File: src/utf7_pkg.sv
`default_nettype none

package utf7_pkg;

  localparam int unsigned ByteW = 8;
  localparam int unsigned CharW = 7;
  localparam int unsigned UnitW = 16;
  localparam int unsigned SymW  = 6;
  localparam int unsigned StepW = 3;
  localparam int unsigned CfgIdxW = 1;

  localparam logic [CharW-1:0] LastCharReset   = 7'h2F;
  localparam logic [CharW-1:0] EscapeCharReset = 7'h2B;

  localparam logic [ByteW-1:0] DashChar  = 8'h2D;
  localparam logic [ByteW-1:0] PlusChar  = 8'h2B;
  localparam logic [ByteW-1:0] UpperA    = 8'h41;
  localparam logic [ByteW-1:0] UpperZ    = 8'h5A;
  localparam logic [ByteW-1:0] LowerA    = 8'h61;
  localparam logic [ByteW-1:0] LowerZ    = 8'h7A;
  localparam logic [ByteW-1:0] Digit0    = 8'h30;
  localparam logic [ByteW-1:0] Digit9    = 8'h39;

  localparam logic [SymW-1:0] LowerBase = 6'd26;
  localparam logic [SymW-1:0] DigitBase = 6'd52;
  localparam logic [SymW-1:0] PlusValue = 6'd62;
  localparam logic [SymW-1:0] LastValue = 6'd63;

  typedef enum logic [CfgIdxW-1:0] {
    CFG_LAST_CHAR   = 1'b0,
    CFG_ESCAPE_CHAR = 1'b1
  } cfg_reg_e;

  typedef struct packed {
    logic            valid;
    logic [SymW-1:0] value;
  } sym_t;

endpackage

`default_nettype wire

File: src/utf7_if.sv
`default_nettype none

interface utf7_byte_if import utf7_pkg::*; ();
  logic             valid;
  logic             ready;
  logic [ByteW-1:0] in_byte;

  modport source (output valid, output in_byte, input ready);
  modport sink (input valid, input in_byte, output ready);
endinterface

interface utf7_unit_if import utf7_pkg::*; ();
  logic             valid;
  logic             ready;
  logic [UnitW-1:0] code_unit;

  modport source (output valid, output code_unit, input ready);
  modport sink (input valid, input code_unit, output ready);
endinterface

interface utf7_cfg_if import utf7_pkg::*; ();
  logic               valid;
  logic               ready;
  logic [CfgIdxW-1:0] index;
  logic [CharW-1:0]   data;

  modport source (output valid, output index, output data, input ready);
  modport sink (input valid, input index, input data, output ready);
endinterface

`default_nettype wire

File: src/utf7_decoder_unit.sv
// An accepted byte is held in the input register, then decoded into the result register.
// Throughput: one byte per cycle unless a code unit waits untaken; the input register
// lets a new byte enter while a finished code unit waits in the result register.
// Reset: asynchronous, active low; returns to direct mode with last_char '/'
// and escape_char '+', and empties both registers.
`default_nettype none

module utf7_decoder_unit import utf7_pkg::*; (
  input  wire logic   clk_i,
  input  wire logic   rst_ni,
  utf7_cfg_if.sink    cfg_i,
  utf7_byte_if.sink   in_i,
  utf7_unit_if.source out_o
);

  logic [CharW-1:0] last_char_q, escape_char_q;
  logic             s0_valid_q, s0_valid_d;
  logic [ByteW-1:0] s0_byte_q;
  logic             in_b64_q, in_b64_d;
  logic             fresh_q, fresh_d;
  logic [StepW-1:0] step_q, step_d;
  logic [UnitW-1:0] acc_q, acc_d;
  logic             out_valid_q, out_valid_d;
  logic [UnitW-1:0] out_unit_q;

  sym_t             sym;
  logic             fire;
  logic             in_accept;
  logic             emit;
  logic             take_direct;
  logic [UnitW-1:0] unit;

  assign cfg_i.ready = 1'b1;

  always_ff @(posedge clk_i or negedge rst_ni) begin
    if (!rst_ni) begin
      last_char_q   <= LastCharReset;
      escape_char_q <= EscapeCharReset;
    end else if (cfg_i.valid) begin
      unique case (cfg_reg_e'(cfg_i.index))
        CFG_LAST_CHAR:   last_char_q   <= cfg_i.data;
        CFG_ESCAPE_CHAR: escape_char_q <= cfg_i.data;
        default: ;
      endcase
    end
  end

  assign fire        = s0_valid_q && (!out_valid_q || out_o.ready);
  assign in_i.ready  = !s0_valid_q || fire;
  assign in_accept   = in_i.valid && in_i.ready;

  always_comb begin
    s0_valid_d = s0_valid_q;
    if (in_accept) begin
      s0_valid_d = 1'b1;
    end else if (fire) begin
      s0_valid_d = 1'b0;
    end
  end

  always_ff @(posedge clk_i or negedge rst_ni) begin
    if (!rst_ni) begin
      s0_valid_q <= 1'b0;
    end else begin
      s0_valid_q <= s0_valid_d;
    end
  end

  always_ff @(posedge clk_i) begin
    if (in_accept) begin
      s0_byte_q <= in_i.in_byte;
    end
  end

  utf7_symbol_lookup u_symbol_lookup (
    .byte_i      (s0_byte_q),
    .last_char_i (last_char_q),
    .sym_o       (sym)
  );

  always_comb begin
    in_b64_d    = in_b64_q;
    fresh_d     = fresh_q;
    step_d      = step_q;
    acc_d       = acc_q;
    emit        = 1'b0;
    unit        = '0;
    take_direct = 1'b0;
    if (!in_b64_q) begin
      take_direct = 1'b1;
    end else if (fresh_q && s0_byte_q == DashChar) begin
      emit     = 1'b1;
      unit     = {{(UnitW-CharW){1'b0}}, escape_char_q};
      in_b64_d = 1'b0;
      fresh_d  = 1'b0;
    end else begin
      fresh_d = 1'b0;
      if (!sym.valid) begin
        // A dash ends the run silently; any other byte is then decoded directly.
        in_b64_d    = 1'b0;
        take_direct = (s0_byte_q != DashChar);
      end else begin
        step_d = step_q + 3'd1;
        case (step_q)
          3'd0: acc_d = {sym.value, 10'h000};
          3'd1: acc_d = acc_q + {6'h00, sym.value, 4'h0};
          3'd2: begin
            emit  = 1'b1;
            unit  = acc_q + {12'h000, sym.value[5:2]};
            acc_d = {sym.value[1:0], 14'h0000};
          end
          3'd3: acc_d = acc_q + {2'b00, sym.value, 8'h00};
          3'd4: acc_d = acc_q + {8'h00, sym.value, 2'b00};
          3'd5: begin
            emit  = 1'b1;
            unit  = acc_q + {14'h0000, sym.value[5:4]};
            acc_d = {sym.value[3:0], 12'h000};
          end
          3'd6: acc_d = acc_q + {4'h0, sym.value, 6'h00};
          default: begin
            emit  = 1'b1;
            unit  = acc_q + {10'h000, sym.value};
            acc_d = '0;
          end
        endcase
      end
    end
    if (take_direct) begin
      if (s0_byte_q == {1'b0, escape_char_q}) begin
        in_b64_d = 1'b1;
        fresh_d  = 1'b1;
        step_d   = '0;
        acc_d    = '0;
      end else begin
        emit = 1'b1;
        unit = {{(UnitW-ByteW){1'b0}}, s0_byte_q};
      end
    end
  end

  always_ff @(posedge clk_i or negedge rst_ni) begin
    if (!rst_ni) begin
      in_b64_q <= 1'b0;
      fresh_q  <= 1'b0;
      step_q   <= '0;
      acc_q    <= '0;
    end else if (fire) begin
      in_b64_q <= in_b64_d;
      fresh_q  <= fresh_d;
      step_q   <= step_d;
      acc_q    <= acc_d;
    end
  end

  always_comb begin
    out_valid_d = out_valid_q;
    if (fire && emit) begin
      out_valid_d = 1'b1;
    end else if (out_o.ready) begin
      out_valid_d = 1'b0;
    end
  end

  always_ff @(posedge clk_i or negedge rst_ni) begin
    if (!rst_ni) begin
      out_valid_q <= 1'b0;
    end else begin
      out_valid_q <= out_valid_d;
    end
  end

  always_ff @(posedge clk_i) begin
    if (fire && emit) begin
      out_unit_q <= unit;
    end
  end

  assign out_o.valid     = out_valid_q;
  assign out_o.code_unit = out_unit_q;

endmodule

`default_nettype wire

File: src/utf7_symbol_lookup.sv
`default_nettype none

module utf7_symbol_lookup import utf7_pkg::*; (
  input  wire logic [ByteW-1:0] byte_i,
  input  wire logic [CharW-1:0] last_char_i,
  output sym_t                  sym_o
);

  logic [ByteW-1:0] upper_off;
  logic [ByteW-1:0] lower_off;
  logic [ByteW-1:0] digit_off;

  assign upper_off = byte_i - UpperA;
  assign lower_off = byte_i - LowerA;
  assign digit_off = byte_i - Digit0;

  // Ranges are tested in priority order, so a last character that is already
  // a letter, digit or plus keeps its ordinary value.
  always_comb begin
    sym_o.valid = 1'b1;
    sym_o.value = '0;
    if (byte_i >= UpperA && byte_i <= UpperZ) begin
      sym_o.value = upper_off[SymW-1:0];
    end else if (byte_i >= LowerA && byte_i <= LowerZ) begin
      sym_o.value = LowerBase + lower_off[SymW-1:0];
    end else if (byte_i >= Digit0 && byte_i <= Digit9) begin
      sym_o.value = DigitBase + digit_off[SymW-1:0];
    end else if (byte_i == PlusChar) begin
      sym_o.value = PlusValue;
    end else if (byte_i == {1'b0, last_char_i}) begin
      sym_o.value = LastValue;
    end else begin
      sym_o.valid = 1'b0;
    end
  end

endmodule

`default_nettype wire

File: src/flat_wrapper.sv
// flat-port wrapper written by rule: the top's interface ports become plain ports
module utf7_decoder_unit_flat import utf7_pkg::*;
  (clk_i, rst_ni, cfg_i_valid, cfg_i_index, cfg_i_data, cfg_i_ready, in_i_valid, in_i_in_byte, in_i_ready, out_o_valid, out_o_code_unit, out_o_ready);
  utf7_cfg_if cfg_i_i ();
  utf7_byte_if in_i_i ();
  utf7_unit_if out_o_i ();
  input  wire logic clk_i;
  input  wire logic rst_ni;
  input wire logic [$bits(cfg_i_i.valid)-1:0] cfg_i_valid;
  input wire logic [$bits(cfg_i_i.index)-1:0] cfg_i_index;
  input wire logic [$bits(cfg_i_i.data)-1:0] cfg_i_data;
  output wire logic [$bits(cfg_i_i.ready)-1:0] cfg_i_ready;
  input wire logic [$bits(in_i_i.valid)-1:0] in_i_valid;
  input wire logic [$bits(in_i_i.in_byte)-1:0] in_i_in_byte;
  output wire logic [$bits(in_i_i.ready)-1:0] in_i_ready;
  output wire logic [$bits(out_o_i.valid)-1:0] out_o_valid;
  output wire logic [$bits(out_o_i.code_unit)-1:0] out_o_code_unit;
  input wire logic [$bits(out_o_i.ready)-1:0] out_o_ready;
  assign cfg_i_i.valid = cfg_i_valid;
  assign cfg_i_i.index = cfg_i_index;
  assign cfg_i_i.data = cfg_i_data;
  assign cfg_i_ready = cfg_i_i.ready;
  assign in_i_i.valid = in_i_valid;
  assign in_i_i.in_byte = in_i_in_byte;
  assign in_i_ready = in_i_i.ready;
  assign out_o_valid = out_o_i.valid;
  assign out_o_code_unit = out_o_i.code_unit;
  assign out_o_i.ready = out_o_ready;
  utf7_decoder_unit u_core (.clk_i(clk_i), .rst_ni(rst_ni), .cfg_i(cfg_i_i), .in_i(in_i_i), .out_o(out_o_i));
endmodule
File: config.mk
export PLATFORM = sky130hd
export DESIGN_NAME = utf7_decoder_unit_flat
export DESIGN_NICKNAME = d
export VERILOG_FILES = /design/src/utf7_pkg.sv /design/src/utf7_if.sv /design/src/utf7_decoder_unit.sv /design/src/utf7_symbol_lookup.sv /design/src/flat_wrapper.sv
export SDC_FILE = /design/constraint.sdc
export NUM_CORES = 1
export LEC_CHECK = 0
export ABC_AREA = 1
export BUFFER_PORTS_ARGS = -buffer_cell sky130_fd_sc_hd__buf_2
export CAP_MARGIN = 15
export CORE_UTILIZATION = 55
export DETAILED_ROUTE_END_ITERATION = 8
export PLACE_DENSITY = 0.76
export SYNTH_ARGS = -nofsm -noshare
export SYNTH_HDL_FRONTEND = slang
export SYNTH_SLANG_ARGS = --single-unit
File: constraint.sdc
create_clock -name clk_i -period 3.8 [get_ports clk_i]
set_input_delay 0.76 -clock clk_i [delete_from_list [all_inputs] [get_ports clk_i]]
set_output_delay 0.76 -clock clk_i [all_outputs]
set_load 0.05 [all_outputs]
# Yosys cells after proc, flatten, opt, wreduce, memory -nomap -nowiden
# Index checks and enable logic that the tools add are counted.
dict set report word_totals {
  regBits 61
  out_inout_bits 19
  elab_cells 106
}
dict set report op_classes {
  addsub 13
  n_lt_le_gt_ge 6
  n_eq_ne 11
  mux 48
  n_bitwise 1
  reduce_logical 17
}
# op count
set ops {}
lappend ops {{$mux W16} 10}
lappend ops {{$pmux W16 S7} 1}
lappend ops {{$pmux W16 S3} 1}
lappend ops {{$mux W6} 5}
lappend ops {{$mux W1} 26}
lappend ops {{$add A16 B10 Y16} 1}
lappend ops {{$add A16 B12 Y16} 1}
lappend ops {{$add A16 B14 Y16} 1}
lappend ops {{$add A16 B2 Y16} 1}
lappend ops {{$add A16 B4 Y16} 1}
lappend ops {{$add A16 B6 Y16} 1}
lappend ops {{$add A16 B8 Y16} 1}
lappend ops {{$eq A8 B6 Y1 const B} 2}
lappend ops {{$eq A8 B7 Y1} 2}
lappend ops {{$ge A8 B7 Y1 const B} 2}
lappend ops {{$le A8 B7 Y1 const B} 2}
lappend ops {{$mux W3} 5}
lappend ops {{$sub A6 B6 Y6 const B} 2}
lappend ops {{$eq A3 B3 Y1 const B} 3}
lappend ops {{$ge A8 B6 Y1 const B} 1}
lappend ops {{$le A8 B6 Y1 const B} 1}
lappend ops {{$ne A8 B6 Y1 const B} 1}
lappend ops {{$logic_and A1 B1 Y1} 7}
lappend ops {{$add A5 B6 Y6 const A} 1}
lappend ops {{other kinds (12)} 17}

# Longest topological paths before layout
# Gate-level depths: netlist of run 1.
dict set report logic_depth {
  ltp_word 13
  depth_mapped 30
}

# Hierarchy
# Synthesis of run 1 repeated with hierarchy kept, for this count alone.
dict set report unflattened {
  hier_cells 932
  area_unflattened_um2 6149.6
}
# module instances cells_per_inst area_each_um2 seq_area_each_um2
set modules_own_cells {}
lappend modules_own_cells {utf7_decoder_unit 1 762 5225.0 1657.8}
lappend modules_own_cells {utf7_symbol_lookup 1 170 924.6 0.0}

# Least setup slack after synthesis of run 1
# No wires, ideal clock.
dict set report synth_timing {
  path_kind {register to register}
  startpoint {reg u_core.s0_byte_q[1]}
  endpoint {reg u_core.out_unit_q[14] (netlist: u_core.out_o.code_unit[14]) (data pin)}
  setup_time_ns 0.258
  t_arrival_ns 3.690
  required_ns 3.542
  setup_slack_ns -0.148
  stages_incl_launch_ff 31
  path_buffers 1
  cell_sequence {edfxtp_1 -> buf_2 -> inv_2 -> ha_1 -> inv_1 -> nand2_1 -> nand2_1 -> nor2_1 -> nor2_4 -> nand2_4 -> nand2_1 -> inv_1 -> nand2_1 -> nand2_1 -> and2_1 -> inv_1 -> o21ai_0 -> o22ai_1 -> inv_1 -> ha_1 -> inv_1 -> fa_1 -> nor3_1 -> nor2_1 -> nor2_1 -> inv_1 -> nor2_1 -> inv_1 -> nor3_1 -> xor2_1 -> nor2_1}
}
dict set report synth_between {
  elab_chain_cells 13
  elab_cells_between_ends 42
  cone_classes {add/sub (8); order compare (6); eq/ne (5); mux (19); reduce/logical (4)}
}
# item line_no
set synth_rtl {}
lappend synth_rtl {{start, declared} utf7_decoder_unit.sv:18} ;# logic [ByteW-1:0] s0_byte_q;
lappend synth_rtl {{start signal, assigned} utf7_decoder_unit.sv:71} ;# s0_byte_q <= in_i.in_byte;
lappend synth_rtl {{branches (longest 12 deep; another with $add A16 B6 Y16)} -}
lappend synth_rtl {{$mux W16 *} utf7_decoder_unit.sv:128} ;# if (take_direct) begin
lappend synth_rtl {{named net u_core.unit[14]} utf7_decoder_unit.sv:31} ;# logic [UnitW-1:0] unit;
lappend synth_rtl {{end signal, assigned} utf7_decoder_unit.sv:174} ;# out_unit_q <= unit;
lappend synth_rtl {{end, declared} utf7_decoder_unit.sv:24} ;# logic [UnitW-1:0] out_unit_q;
# Mark *: on every way through the listed nets, which the timed path passes.
# A chain may end at the register's enable or synchronous reset.

# Worst setup path after layout of run 1
dict set report layout_timing {
  startpoint {reg u_core.s0_byte_q[3]}
  endpoint {reg u_core.acc_q[12]}
}
dict set report layout_between {
  elab_chain_cells 13
  elab_cells_between_ends 43
  cone_classes {add/sub (9); order compare (6); eq/ne (5); mux (19); reduce/logical (4)}
}
# item line_no
set layout_rtl {}
lappend layout_rtl {{branches (longest 12 deep; another with $add A16 B12 Y16)} -}
lappend layout_rtl {{$mux W16 *} utf7_decoder_unit.sv:128}
lappend layout_rtl {{end signal, assigned} utf7_decoder_unit.sv:146} ;# acc_q <= '0;
lappend layout_rtl {{end signal, assigned} utf7_decoder_unit.sv:151} ;# acc_q <= acc_d;
lappend layout_rtl {{end, declared} utf7_decoder_unit.sv:22} ;# logic [UnitW-1:0] acc_q, acc_d;
# Every way passes the cells marked *.

==> results of run 1 <==
layer usage:
layer | track usage [%] | vias up | wire (microns)
met3 | 10.2 | 74 | 2670
li1 | - | 3190 | -
met2 | 46.2 | 459 | 7940
met5 | 0 | - | 0
met1 | 48.6 | 3034 | 8270
met4 | 11.0 | 0 | 587
how the worst min path moves through the flow:
stage	endpoint	start	slack [ns]	depth (start not counted)
6_report	u_core.acc_q[14]	rst_ni	0.50	1
5_1_grt	u_core.escape_char_q[3]	u_core.escape_char_q[3]	0.53	2
4_1_cts	u_core.escape_char_q[3]	u_core.escape_char_q[3]	0.51	2
3_5_place_dp	u_core.escape_char_q[3]	u_core.escape_char_q[3]	0.50	2
3_3_place_gp	u_core.escape_char_q[3]	u_core.escape_char_q[3]	0.50	2
2_1_floorplan	u_core.acc_q[0]	rst_ni	0.46	0
synthesized netlist by cell type, drive strengths merged (7+ instances only):
library cell  count  area [sq um]
a21oi            46           245
buf              11          81.3
clkbuf            8          30.0
dfrtp            28           701
dfstp             9           236
edfxtp           24           721
ha               47           588
inv             118           453
nand2           279          1100
nand3            71           360
nand4            15           109
nor2             85           394
nor3             13           101
o21ai            81           417
o22ai            11          68.8
xnor2             7          61.3
xor2              9          78.8
registers in the layout (all words and copies together), names as in the netlist:
name and cells:
u_core.s0_valid_q 1, u_core.last_char_q 7, u_core.escape_char_q 7, u_core.fresh_q 1
u_core.s0_byte_q 8, u_core.out_o.valid 1, u_core.acc_q 16, u_core.in_b64_q 1
u_core.out_o.code_unit 16, u_core.step_q 3
timing repair:
| action | CTS | global route |
|---|---|---|
| pin swaps | 3 | 38 |
| buffers inserted | 2 | 25 |
| hold buffers | 0 | 0 |
| gates resized for setup | 6 | 92 |
| endpoints found under the setup margin | 3 | 22 |
| cloned | 0 | 0 |
kinds of logic (layout without fill, tap and decap cells):
family	count (synthesis)	after routing
other cells	1	1
compound gates	164	164
xor+xnor	16	16
buf+inv	137	235
flops	61	61
simple gates	475	475
fa+ha+maj	52	52
power breakdown:
group / internal (mW) / switching (mW) / leakage, nW
Sequential: 0.810 / 0.166 / 0.690
Clock: 0.276 / 0.287 / 0.0944
Combinational: 0.580 / 1.05 / 2.85
per-stage QoR:
stage / std cells / instance area [sq um] / TNS, ns
2_1_floorplan: 906 / 6150 / 0
3_3_place_gp: 1101 / 6670 / 0
3_5_place_dp: 1101 / 6670 / -0.143
4_1_cts: 1119 / 6900 / 0
5_1_grt: 1144 / 7410 / -2.34
6_report: 1144 / 7410 / -0.119
layout make-up:
class,count,share of cell area (%)
clock inverters,5,0.473
repair buffers,101,9.15
clock buffers,11,2.06
well taps,140,2.36
flip-flops and latches,61,22.4
multi-input cells,708,57.4
inverters,118,6.16
==> Implementation_results.wiki, run 1 <==
{| class="wikitable"
! Metric !! Value
|-
| Period utilization || 101%
|-
| Levels on crit path || 27
|-
| Final hold slack || 0.502 ns
|-
| Post-Place Worst Slack || -0.0840 ns
|-
| Global-route wire length before repair || 29,500 microns
|-
| Tmin final || 3.85 ns
|-
| Kind of capture point of the worst setup path || flop
|-
| Critical Path Start Type || flop
|-
| Initial core utilization || 56.6%
|-
| Drt drc || 0
|-
| Synthesized-area fraction occupied by ao, oa, aoi and oai cells || 15.2%
|-
| VDD IR max || 331 uV
|-
| Flip-flop and latch count after synthesis || 61
|-
| Number of enable flip-flop cells after synthesis || 24
|-
| Worst relative slew slack || 46.0%
|-
| Port Buffers || 38
|-
| Total of warnings raised by yosys || 0
|-
| Clk buf depth || 2
|-
| Via count of the first global-routing pass || 5,770
|-
| Critical Path Most Common Cell || sky130_fd_sc_hd__nand2_1
|-
| Run status || complete, but fails checks
|-
| FF+latch area || 1660 sq um
|-
| Number of detailed-routing iterations run before antenna repair || 6
|-
| Final core utilization || 68.3%
|-
| Post-synthesis net count || 979
|-
| FF-to-FF setup slack || -0.05 ns
|-
| Violations in the final reports || setup timing
|-
| Adder-cell area share of the yosys netlist || 11.2%
|-
| Most used flip-flop cell after synthesis || sky130_fd_sc_hd__dfrtp_1
|-
| Die Wd || 108 microns
|-
| Final Max Tran Viols || 0
|-
| Clock tree from TritonCTS || built
|-
| Root Driver || sky130_fd_sc_hd__clkbuf_8
|-
| Final WL || 19,500 microns
|-
| H-tree levels || 3
|-
| Number of nets in the final layout || 1,072
|-
| Worst reg2reg path endpoint || u_core.acc_q[12]
|-
| Sequential share of the synthesized area || 27.0%
|-
| Hpwl dp || 14,500 microns
|-
| Die area || 11,600 sq um
|-
| Area of combinational cells with multiple inputs || 4250 sq um
|-
| Start point of the critical path || u_core.s0_byte_q[3]
|-
| Initial antenna violation count || 0
|-
| Final Wtd Congestion || 0.986
|-
| Pwr Density || 428 nW/um^2
|-
| Synthesized instance count || 906
|-
| Most frequent cells in the layout || sky130_fd_sc_hd__nand2_1, sky130_fd_sc_hd__inv_1, sky130_fd_sc_hd__nor2_1
|-
| Worst Setup Slack, final || -0.0484 ns
|-
| Kind of cell with the highest combined delay on the critical path || simple AND/OR/NAND/NOR gates
|-
| Vias per cell || 5.91
|-
| Critical R2R Launch || u_core.s0_byte_q[3]
|-
| Layout overhead on the synthesized area || 20.7%
|-
| Sink count of the clock tree || 61
|-
| Count of antenna diodes in the layout || 0
|-
| Async set or reset register ratio after synthesis || 60.7%
|-
| Vertical die dimension || 108 microns
|-
| Overall power after layout || 3.17 mW
|-
| First-iteration detailed-routing DRC count || 796
|-
| # IOs || 40
|-
| Clock transition at path regs || 0.08 ns
|-
| Max Clock Skew || 0.0120 ns
|-
| Capturing instance or port of the critical path || u_core.acc_q[12]
|-
| Logic depth of the worst register-to-register path || 27
|-
| CTS Buf Count || 9
|-
| Area of the mapped netlist || 6140 sq um
|-
| Req. time, crit path || 4.04 ns
|-
| Antenna violation net count after detailed routing || 0
|-
| Post-Synth XOR/XNOR Area || 2.28%
|-
| # fillers || 925
|-
| Remaining Overflow, GRT || 0
|-
| Synthesized area per cell || 6.77 sq um
|-
| Path category of the worst min-delay check || in -> async
|-
| Biggest fanout along the worst timing path || 7
|-
| Most common cell after layout, fill and taps aside || sky130_fd_sc_hd__nand2_1
|-
| Multiplexer fraction of the synthesized cell area || 0%
|-
| Total leakage power || 3.64 nW
|-
| Wirelength per Cell || 17.0 microns
|-
| Slowest stage cell, crit path || sky130_fd_sc_hd__edfxtp_1
|-
| Highest cell delay on the worst timing path || 0.49 ns
|-
| Highest attainable clock frequency || 260 MHz
|-
| Critical path class || reg -> reg
|-
| Std-Cell Core Area || 10,800 sq um
|-
| Number of endpoints failing setup at the final stage || 3
|-
| Main combinational cell family by area after synthesis || simple AND/OR/NAND/NOR gates
|-
| Simple-gate area share of the yosys netlist || 35.0%
|-
| Fraction of layout instances using a drive strength above 1 || 25.4%
|-
| Synth unique cells || 53
|-
| Actual slew at the worst max-slew pin || 0.789 ns
|-
| Maximum number of pins on one net before global-route repair || 38
|-
| Number of max-cap violations || 0
|-
| Number of core rows || 38
|-
| Clock latency on the worst-skew pair || 0.36 ns
|-
| Number of vias in the routed layout || 6,757
|-
| Setup repair after global routing missed its margin || yes
|-
| Arrival time of the worst setup path || 4.09 ns
|-
| Buffering stage count on the worst path with inverters included || 4
|-
| Aggregate global-route resource usage || 33.3%
|-
| Final-report hold violation count || 0
|}
No activity file was read; power rests on OpenSTA's default activity.
==> inputs of run 2 (changes only) <==
--- a/config.mk
+++ b/config.mk
@@ -10,7 +10,8 @@
 export CAP_MARGIN = 15
 export CORE_UTILIZATION = 55
 export DETAILED_ROUTE_END_ITERATION = 8
-export PLACE_DENSITY = 0.76
+export MAX_ROUTING_LAYER = met4
+export PLACE_DENSITY = 0.73
 export SYNTH_ARGS = -nofsm -noshare
 export SYNTH_HDL_FRONTEND = slang
 export SYNTH_SLANG_ARGS = --single-unit
==> constraint.sdc (replaced) <==
create_clock -name clk_i -period 4.6 [get_ports clk_i]
set_input_delay 0.92 -clock clk_i [delete_from_list [all_inputs] [get_ports clk_i]]
set_output_delay 0.92 -clock clk_i [all_outputs]
set_load 0.05 [all_outputs]
==> run 2 against run 1 <==
The flow now finishes without violations. Worst hold slack improved by 0.021 ns. Routed wire length is 1.5% lower. Critical path depth fell by 1. Setup slack improved by 0.43 ns. Sequential power fell by 16%. Global-route usage is 2.9 points higher. Clock power up 0.7%. Critical path type unchanged. Critical endpoint is now u_core.acc_q[8].
==> Implementation_results.wiki, run 2 (synthesis gave the netlist of run 1 again) <==
{| class="wikitable"
! Metric !! Value
|-
| Via count of the first global-routing pass || 5,747 (-0.40%)
|-
| Switching share of power || 47.9% (+0.45 points)
|-
| Gate power share || 45.8% (-5.7 points)
|-
| Total leakage power || 3.36 nW (-7.5%)
|-
| Critical path class || reg -> reg
|-
| Path category of the worst min-delay check || reg -> reg
|-
| Post-Route Setup TNS || 0 ns (+0.119 ns)
|-
| Layout overhead on the synthesized area || 9.81%
|-
| First-iteration detailed-routing DRC count || 755 (-5.2%)
|-
| Net load switching power || 1.23 mW (-19%)
|-
| Clk buf depth || 2 (unchanged)
|-
| Number of max-cap violations || 0 (unchanged)
|-
| Post-Place Worst Slack || 0.347 ns (+0.431 ns)
|-
| H-tree levels || 3 (unchanged)
|-
| Die Wd || 108 microns (unchanged)
|-
| Overall power after layout || 2.56 mW (-19%)
|-
| Seq pwr share || 32.0% (+1.2 points)
|-
| Setup repair after global routing missed its margin || no
|-
| # IOs || 40 (unchanged)
|-
| Port Buffers || 38 (unchanged)
|-
| CTS Buf Count || 9 (unchanged)
|-
| Most frequent cells in the layout || sky130_fd_sc_hd__nand2_1, sky130_fd_sc_hd__inv_1, sky130_fd_sc_hd__nor2_1
|-
| Pwr Density || 380 nW/um^2 (-11%)
|-
| Critical Path Start Type || flop
|-
| Number of nets in the final layout || 1,025 (-4.4%)
|-
| Area of combinational cells with multiple inputs || 3920 sq um (-7.9%)
|-
| Worst relative slew slack || 30.3% (-16 points)
|-
| Aggregate global-route resource usage || 36.3% (+2.9 points)
|-
| Cell Area, Placed || 6480 sq um (-2.9%)
|-
| Final cell count without fillers || 1,097 (-4.1%)
|-
| Req. time, crit path || 4.91 ns (+0.87 ns)
|-
| Clock latency on the worst-skew pair || 0.37 ns (about the same)
|-
| Clock transition at path regs || 0.10 ns (+0.02 ns)
|-
| Actual slew at the worst max-slew pin || 1.05 ns (+0.256 ns)
|-
| Wirelength per Cell || 17.5 microns (+2.7%)
|-
| Number of core rows || 38 (unchanged)
|-
| Worst Setup Slack, final || 0.383 ns (+0.431 ns)
|-
| Sink count of the clock tree || 61 (unchanged)
|-
| Remaining Overflow, GRT || 0 (unchanged)
|-
| Initial antenna violation count || 0 (unchanged)
|-
| Vertical die dimension || 108 microns (unchanged)
|-
| Count of antenna diodes in the layout || 0 (unchanged)
|-
| Antenna violation net count after detailed routing || 0 (unchanged)
|-
| Hpwl dp || 15,100 microns (+3.8%)
|-
| Die area || 11,600 sq um (unchanged)
|-
| Number of endpoints failing setup at the final stage || 0 (-3)
|-
| Run status || complete, no violations
|-
| Drt drc || 0 (unchanged)
|-
| Tmin final || 4.22 ns (+0.369 ns)
|-
| Root Driver || sky130_fd_sc_hd__clkbuf_8
|-
| Maximum number of pins on one net before global-route repair || 38 (unchanged)
|-
| Kind of capture point of the worst setup path || flop
|-
| Max Clock Skew || 0.0183 ns (+0.00630 ns)
|-
| Clock tree from TritonCTS || built
|-
| # fillers || 1,071 (+16%)
|-
| Fraction of layout instances using a drive strength above 1 || 13.8% (-12 points)
|-
| Global-route wire length before repair || 30,600 microns (+3.5%)
|-
| Area of all placed cells without fillers || 6740 sq um (-9.0%)
|-
| Placed Instances || 1,077 (-2.2%)
|-
| Biggest fanout along the worst timing path || 8 (+1)
|-
| Share of total power in the clock network || 22.2% (+4.4 points)
|-
| Most common cell after layout, fill and taps aside || sky130_fd_sc_hd__nand2_1
|-
| Std-Cell Core Area || 10,800 sq um (unchanged)
|-
| Final WL || 19,200 microns (-1.5%)
|-
| Final Max Tran Viols || 0 (unchanged)
|-
| Hold_buf cts || 0 (unchanged)
|-
| Arrival time of the worst setup path || 4.52 ns (+0.43 ns)
|-
| Final Wtd Congestion || 1.01 (+2.4%)
|-
| Final-report hold violation count || 0 (unchanged)
|-
| Number of detailed-routing iterations run before antenna repair || 5 (-1)
|-
| Period utilization || 91.7% (-9.6 points)
|-
| Internal portion of total power || 1.33 mW (-20%)
|-
| Number of vias in the routed layout || 6,295 (-6.8%)
|-
| Initial core utilization || 56.6% (unchanged)
|-
| Highest attainable clock frequency || 237 MHz (-8.8%)
|-
| VDD IR max || 298 uV (-10%)
|-
| Vias per cell || 5.74 (-2.8%)
|-
| FF+latch area || 1660 sq um (unchanged)
|}
==> run 2: layout make-up <==
class                      instances  share of cell area, %
multi-input combinational        708                   58.2
sequential                        61                   24.6
inverter                         118                   6.72
timing repair buffer              54                   4.60
tap                              140                   2.60
clock buffer                      10                   2.21
clock inverter                     6                   1.11
==> run 2: routing by layer <==
layer | part of all wire, % | GRT usage (%)
met3 | 9.9 | 8.66
met5 | 0 | -
met4 | 1.6 | 9.00
met2 | 41 | 49.5
met1 | 48 | 53.2
==> run 2: power groups by stage <==
stage	logic [mW]	clock network, mW	registers [mW]
after floorplan	0.803	0	0.814
after CTS	1.14	0.567	0.811
after global placement	1.12	0	0.820
after global routing	1.30	0.589	0.827
after detailed placement	1.13	0	0.821
final	1.17	0.567	0.819
==> run 2: what timing repair did <==
item,in CTS,in global routing
setup endpoints to repair,0,6
buffers inserted,0,4
resized for setup,0,2
==> run 2: critical path, cell delays in order (launching register included) <==
cell and delay, ns:
sky130_fd_sc_hd__edfxtp_1 0.45, sky130_fd_sc_hd__buf_4 0.20, sky130_fd_sc_hd__ha_1 0.24, sky130_fd_sc_hd__nand2_1 0.11
sky130_fd_sc_hd__nand2_1 0.05, sky130_fd_sc_hd__nor2_1 0.19, sky130_fd_sc_hd__nor2_4 0.07, sky130_fd_sc_hd__nand2_4 0.10
sky130_fd_sc_hd__nand2_1 0.07, sky130_fd_sc_hd__o21ai_0 0.27, sky130_fd_sc_hd__nand2_1 0.14, sky130_fd_sc_hd__buf_4 0.18
sky130_fd_sc_hd__inv_1 0.25, sky130_fd_sc_hd__ha_1 0.33, sky130_fd_sc_hd__a21oi_1 0.30, sky130_fd_sc_hd__nand2_1 0.16
sky130_fd_sc_hd__nand2_1 0.11, sky130_fd_sc_hd__nand2_1 0.06, sky130_fd_sc_hd__nand2_1 0.05, sky130_fd_sc_hd__nand2_1 0.08
sky130_fd_sc_hd__nand2_1 0.08, sky130_fd_sc_hd__nand2_1 0.06, sky130_fd_sc_hd__o21bai_1 0.29, sky130_fd_sc_hd__nand2_1 0.08
sky130_fd_sc_hd__o21ai_0 0.08, sky130_fd_sc_hd__nand2_1 0.06, sky130_fd_sc_hd__o21ai_1 0.08
==> run 2: worst paths after layout <==
check / startpoint / endpoint / slack [ns] / depth (start not counted)
setup / recovery: u_core.s0_byte_q[0] / u_core.acc_q[8] / 0.38 / 26
hold / removal: u_core.last_char_q[5] / u_core.last_char_q[5] / 0.52 / 2
setup reg to reg: u_core.s0_byte_q[0] / u_core.acc_q[8] / 0.38 / 26
hold reg to reg: u_core.last_char_q[5] / u_core.last_char_q[5] / 0.52 / 2
max in group asynchronous: rst_ni / u_core.escape_char_q[4] / 3.44 / 1
min in group asynchronous: rst_ni / u_core.acc_q[8] / 0.63 / 1
==> run 2: metrics by stage <==
step / hold WS, ns / utilization [%]
after global placement: 0.497 / 59.8
final: 0.523 / 62.2
after detailed placement: 0.509 / 59.8
after global routing: 0.539 / 62.2
after floorplan: 0.475 / -
after CTS: 0.521 / 61.9
==> inputs of run 3 (changes only) <==
--- a/config.mk
+++ b/config.mk
@@ -8,10 +8,13 @@
 export ABC_AREA = 1
 export BUFFER_PORTS_ARGS = -buffer_cell sky130_fd_sc_hd__buf_2
 export CAP_MARGIN = 15
-export CORE_UTILIZATION = 55
+export CELL_PAD_IN_SITES_DETAIL_PLACEMENT = 1
+export CELL_PAD_IN_SITES_GLOBAL_PLACEMENT = 1
+export CORE_UTILIZATION = 41
+export CTS_CLUSTER_SIZE = 16
 export DETAILED_ROUTE_END_ITERATION = 8
 export MAX_ROUTING_LAYER = met4
-export PLACE_DENSITY = 0.73
+export PLACE_DENSITY_LB_ADDON = 0.1
 export SYNTH_ARGS = -nofsm -noshare
 export SYNTH_HDL_FRONTEND = slang
 export SYNTH_SLANG_ARGS = --single-unit
==> constraint.sdc (replaced) <==
create_clock -name clk_i -period 3.5 [get_ports clk_i]
set_input_delay 0.7 -clock clk_i [delete_from_list [all_inputs] [get_ports clk_i]]
set_output_delay 0.7 -clock clk_i [all_outputs]
set_load 0.05 [all_outputs]
==> run 3 against run 2 <==
The run now ends with setup timing left. Global-route usage fell by 0.51 points. First-iteration DRC count fell by 3.2%. Clock power rose by 74%. Largest cell class unchanged. Sequential share of layout area fell by 6.1 points. Worst hold slack got worse by 0.020 ns. Via count rose by 20%. Critical path depth rose by 2.
==> Implementation_results.wiki, run 3 (synthesis gave the netlist of run 1 again) <==
{| class="wikitable"
! Metric !! Value
|-
| Logic depth of the worst register-to-register path || 28 (+7.7%)
|-
| Share of total power in the clock network || 21.7% (-0.5 points)
|-
| Met1 track demand over resource in global routing || 47.2% (-5.9 points)
|-
| Slowest stage cell, crit path || sky130_fd_sc_hd__edfxtp_1
|-
| Req. time, crit path || 3.70 ns (-1.21 ns)
|-
| Setup repair after global routing missed its margin || yes
|-
| Initial core utilization || 42.1% (-15 points)
|-
| CTS Buf Count || 9 (unchanged)
|-
| Switching share of power || 44.8% (-3.1 points)
|-
| Sink count of the clock tree || 61 (unchanged)
|-
| Run status || complete, but fails checks
|-
| Seq pwr share || 24.3% (-7.7 points)
|-
| Met3 routing resource usage after global routing || 5.88% (-2.8 points)
|-
| Buffering stage count on the worst path with inverters included || 16 (+13)
|-
| Final cell count without fillers || 1,303 (+19%)
|-
| Global-route wire length before repair || 41,600 microns (+36%)
|-
| Clk buf depth || 2 (unchanged)
|-
| Highest cell delay on the worst timing path || 0.50 ns (+0.05 ns)
|-
| First-iteration detailed-routing DRC count || 731 (-3.2%)
|-
| Critical Path Start Type || flop
|-
| Number of endpoints failing setup at the final stage || 26 (+26)
|-
| Actual slew at the worst max-slew pin || 0.965 ns (-0.0808 ns)
|-
| Worst Setup Slack, final || -0.481 ns (-0.864 ns)
|-
| Via count of the first global-routing pass || 7,735 (+35%)
|-
| Path category of the worst min-delay check || in -> async
|-
| Die area || 15,500 sq um (+33%)
|-
| Tmin final || 3.98 ns (-0.236 ns)
|-
| Aggregate global-route resource usage || 35.7% (-0.51 points)
|-
| # IOs || 40 (unchanged)
|-
| Cell Area, Placed || 7460 sq um (+15%)
|-
| Number of core rows || 44 (+16%)
|-
| Count of antenna diodes in the layout || 0 (unchanged)
|-
| Busiest grt layer || met2
|-
| Worst relative slew slack || 35.7% (+5.4 points)
|-
| Max Clock Skew || 0.0134 ns (-0.00493 ns)
|-
| Hold_buf cts || 0 (unchanged)
|-
| Total leakage power || 4.36 nW (+30%)
|-
| Std-Cell Core Area || 14,600 sq um (+35%)
|-
| Period utilization || 114% (+22 points)
|-
| Kind of cell with the highest combined delay on the critical path || buffers and inverters
|-
| Vias per cell || 5.80 (+1.1%)
|-
| Worst reg2reg path endpoint || u_core.acc_q[14]
|-
| Clock transition at path regs || 0.06 ns (-0.04 ns)
|-
| Antenna violation net count after detailed routing || 0 (unchanged)
|-
| Internal portion of total power || 2.51 mW (+88%)
|-
| Remaining Overflow, GRT || 0 (unchanged)
|-
| Area of all placed cells without fillers || 8950 sq um (+33%)
|-
| Final WL || 28,600 microns (+49%)
|-
| Critical path class || reg -> reg
|-
| Final Max Tran Viols || 0 (unchanged)
|-
| Gate power share || 54.0% (+8.2 points)
|-
| Final hold slack || 0.503 ns (-0.0198 ns)
|-
| Vertical die dimension || 124 microns (+16%)
|-
| Critical Path Most Common Cell || sky130_fd_sc_hd__buf_4
|-
| Number of nets in the final layout || 1,187 (+16%)
|-
| Wirelength per Cell || 21.9 microns (+26%)
|-
| Final-report hold violation count || 0 (unchanged)
|-
| Critical R2R Launch || u_core.s0_byte_q[2]
|-
| Placed Instances || 1,231 (+14%)
|-
| Drt drc || 0 (unchanged)
|-
| Clock tree from TritonCTS || built
|-
| Number of detailed-routing iterations run before antenna repair || 5 (unchanged)
|-
| Post-Route Setup TNS || -5.81 ns (-5.81 ns)
|-
| Initial antenna violation count || 0 (unchanged)
|-
| Overall power after layout || 4.54 mW (+78%)
|-
| Port Buffers || 38 (unchanged)
|-
| Biggest fanout along the worst timing path || 6 (-2)
|-
| Clock latency on the worst-skew pair || 0.35 ns (-0.02 ns)
|-
| H-tree levels || 3 (unchanged)
|-
| Fraction of layout instances using a drive strength above 1 || 39.5% (+26 points)
|-
| Die Wd || 124 microns (+16%)
|-
| Most frequent cells in the layout || sky130_fd_sc_hd__nand2_1, sky130_fd_sc_hd__buf_4, sky130_fd_sc_hd__inv_1
|-
| FF-to-FF setup slack || -0.48 ns (-0.86 ns)
|-
| Layout overhead on the synthesized area || 45.9%
|-
| Number of vias in the routed layout || 7,557 (+20%)
|-
| # fillers || 1,858 (+73%)
|-
| Highest attainable clock frequency || 251 MHz (+5.9%)
|-
| VDD IR max || 381 uV (+28%)
|-
| Violations in the final reports || setup timing
|-
| Most common cell after layout, fill and taps aside || sky130_fd_sc_hd__nand2_1
|-
| Number of max-cap violations || 0 (unchanged)
|-
| Hpwl dp || 19,900 microns (+32%)
|-
| Arrival time of the worst setup path || 4.19 ns (-0.33 ns)
|-
| Met2 usage || 55.4% (+5.9 points)
|-
| Maximum number of pins on one net before global-route repair || 38 (unchanged)
|-
| Root Driver || sky130_fd_sc_hd__clkbuf_16
|-
| Kind of capture point of the worst setup path || flop
|-
| Net load switching power || 2.04 mW (+66%)
|-
| Pwr Density || 508 nW/um^2 (+34%)
|-
| Final Wtd Congestion || 1.05 (+4.3%)
|}
[run 3: final cells by class]
type	count	area (sq um)	area share (%)
Sequential cell	61	1660	18.5
Multi-Input combinational cell	708	4640	51.8
Clock buffer	11	264	2.95
Inverter	118	477	5.32
Timing Repair Buffer	216	1620	18.1
Clock inverter	5	62.6	0.699
Tap cell	184	230	2.57
[run 3: power by group through the flow]
stage | clock (mW) | combinational, mW | sequential [mW]
floorplan | 0 | 1.07 | 1.07
global placement | 0 | 1.81 | 1.07
detailed placement | 0 | 1.89 | 1.08
CTS | 1.00 | 2.17 | 1.08
global route | 1.02 | 2.61 | 1.11
finish | 0.988 | 2.45 | 1.10
[run 3: routing by layer]
| metal | share of wire [%] | vias up |
|---|---|---|
| li1 | - | 3413 |
| met1 | 43 | 3694 |
| met2 | 46 | 357 |
| met3 | 7.7 | 93 |
| met4 | 3.6 | 0 |
| met5 | 0 | - |
[run 3: worst reg2reg max path, delay by kind of cell (launching register included)]
kind                       cells  cell delay [ns]
and+or+nand+nor                9             0.85
DFF                            1             0.50
buffers and inverters         16             2.01
AOI/OAI and AO/OA              2             0.31
adders and majority gates      1             0.17
[run 3: worst max-delay path by stage]
stage,from,to,cells after the start
CTS,u_core.s0_byte_q[2],u_core.out_o.code_unit[14],27
global route,u_core.s0_byte_q[3],u_core.acc_q[14],29
floorplan,u_core.s0_byte_q[3],u_core.out_o.code_unit[14],27
finish,u_core.s0_byte_q[2],u_core.acc_q[14],28
detailed placement,u_core.s0_byte_q[3],u_core.out_o.code_unit[14],25
global placement,u_core.s0_byte_q[3],u_core.acc_q[14],26
[run 3: repair_timing]
action | 4_1_cts | 5_1_grt
buffers inserted | 42 | 16
gates cloned | 0 | 0
gates resized for setup | 120 | 78
pin swaps | 48 | 49
setup endpoints to repair | 25 | 26
[run 3: per-stage QoR]
stage	utilization (%)	setup WS (ns)
after floorplan	-	-0.135
after global placement	51.2	-0.250
after detailed placement	51.2	-0.492
after CTS	58.6	-0.350
after global routing	61.4	-0.585
final	61.4	-0.481
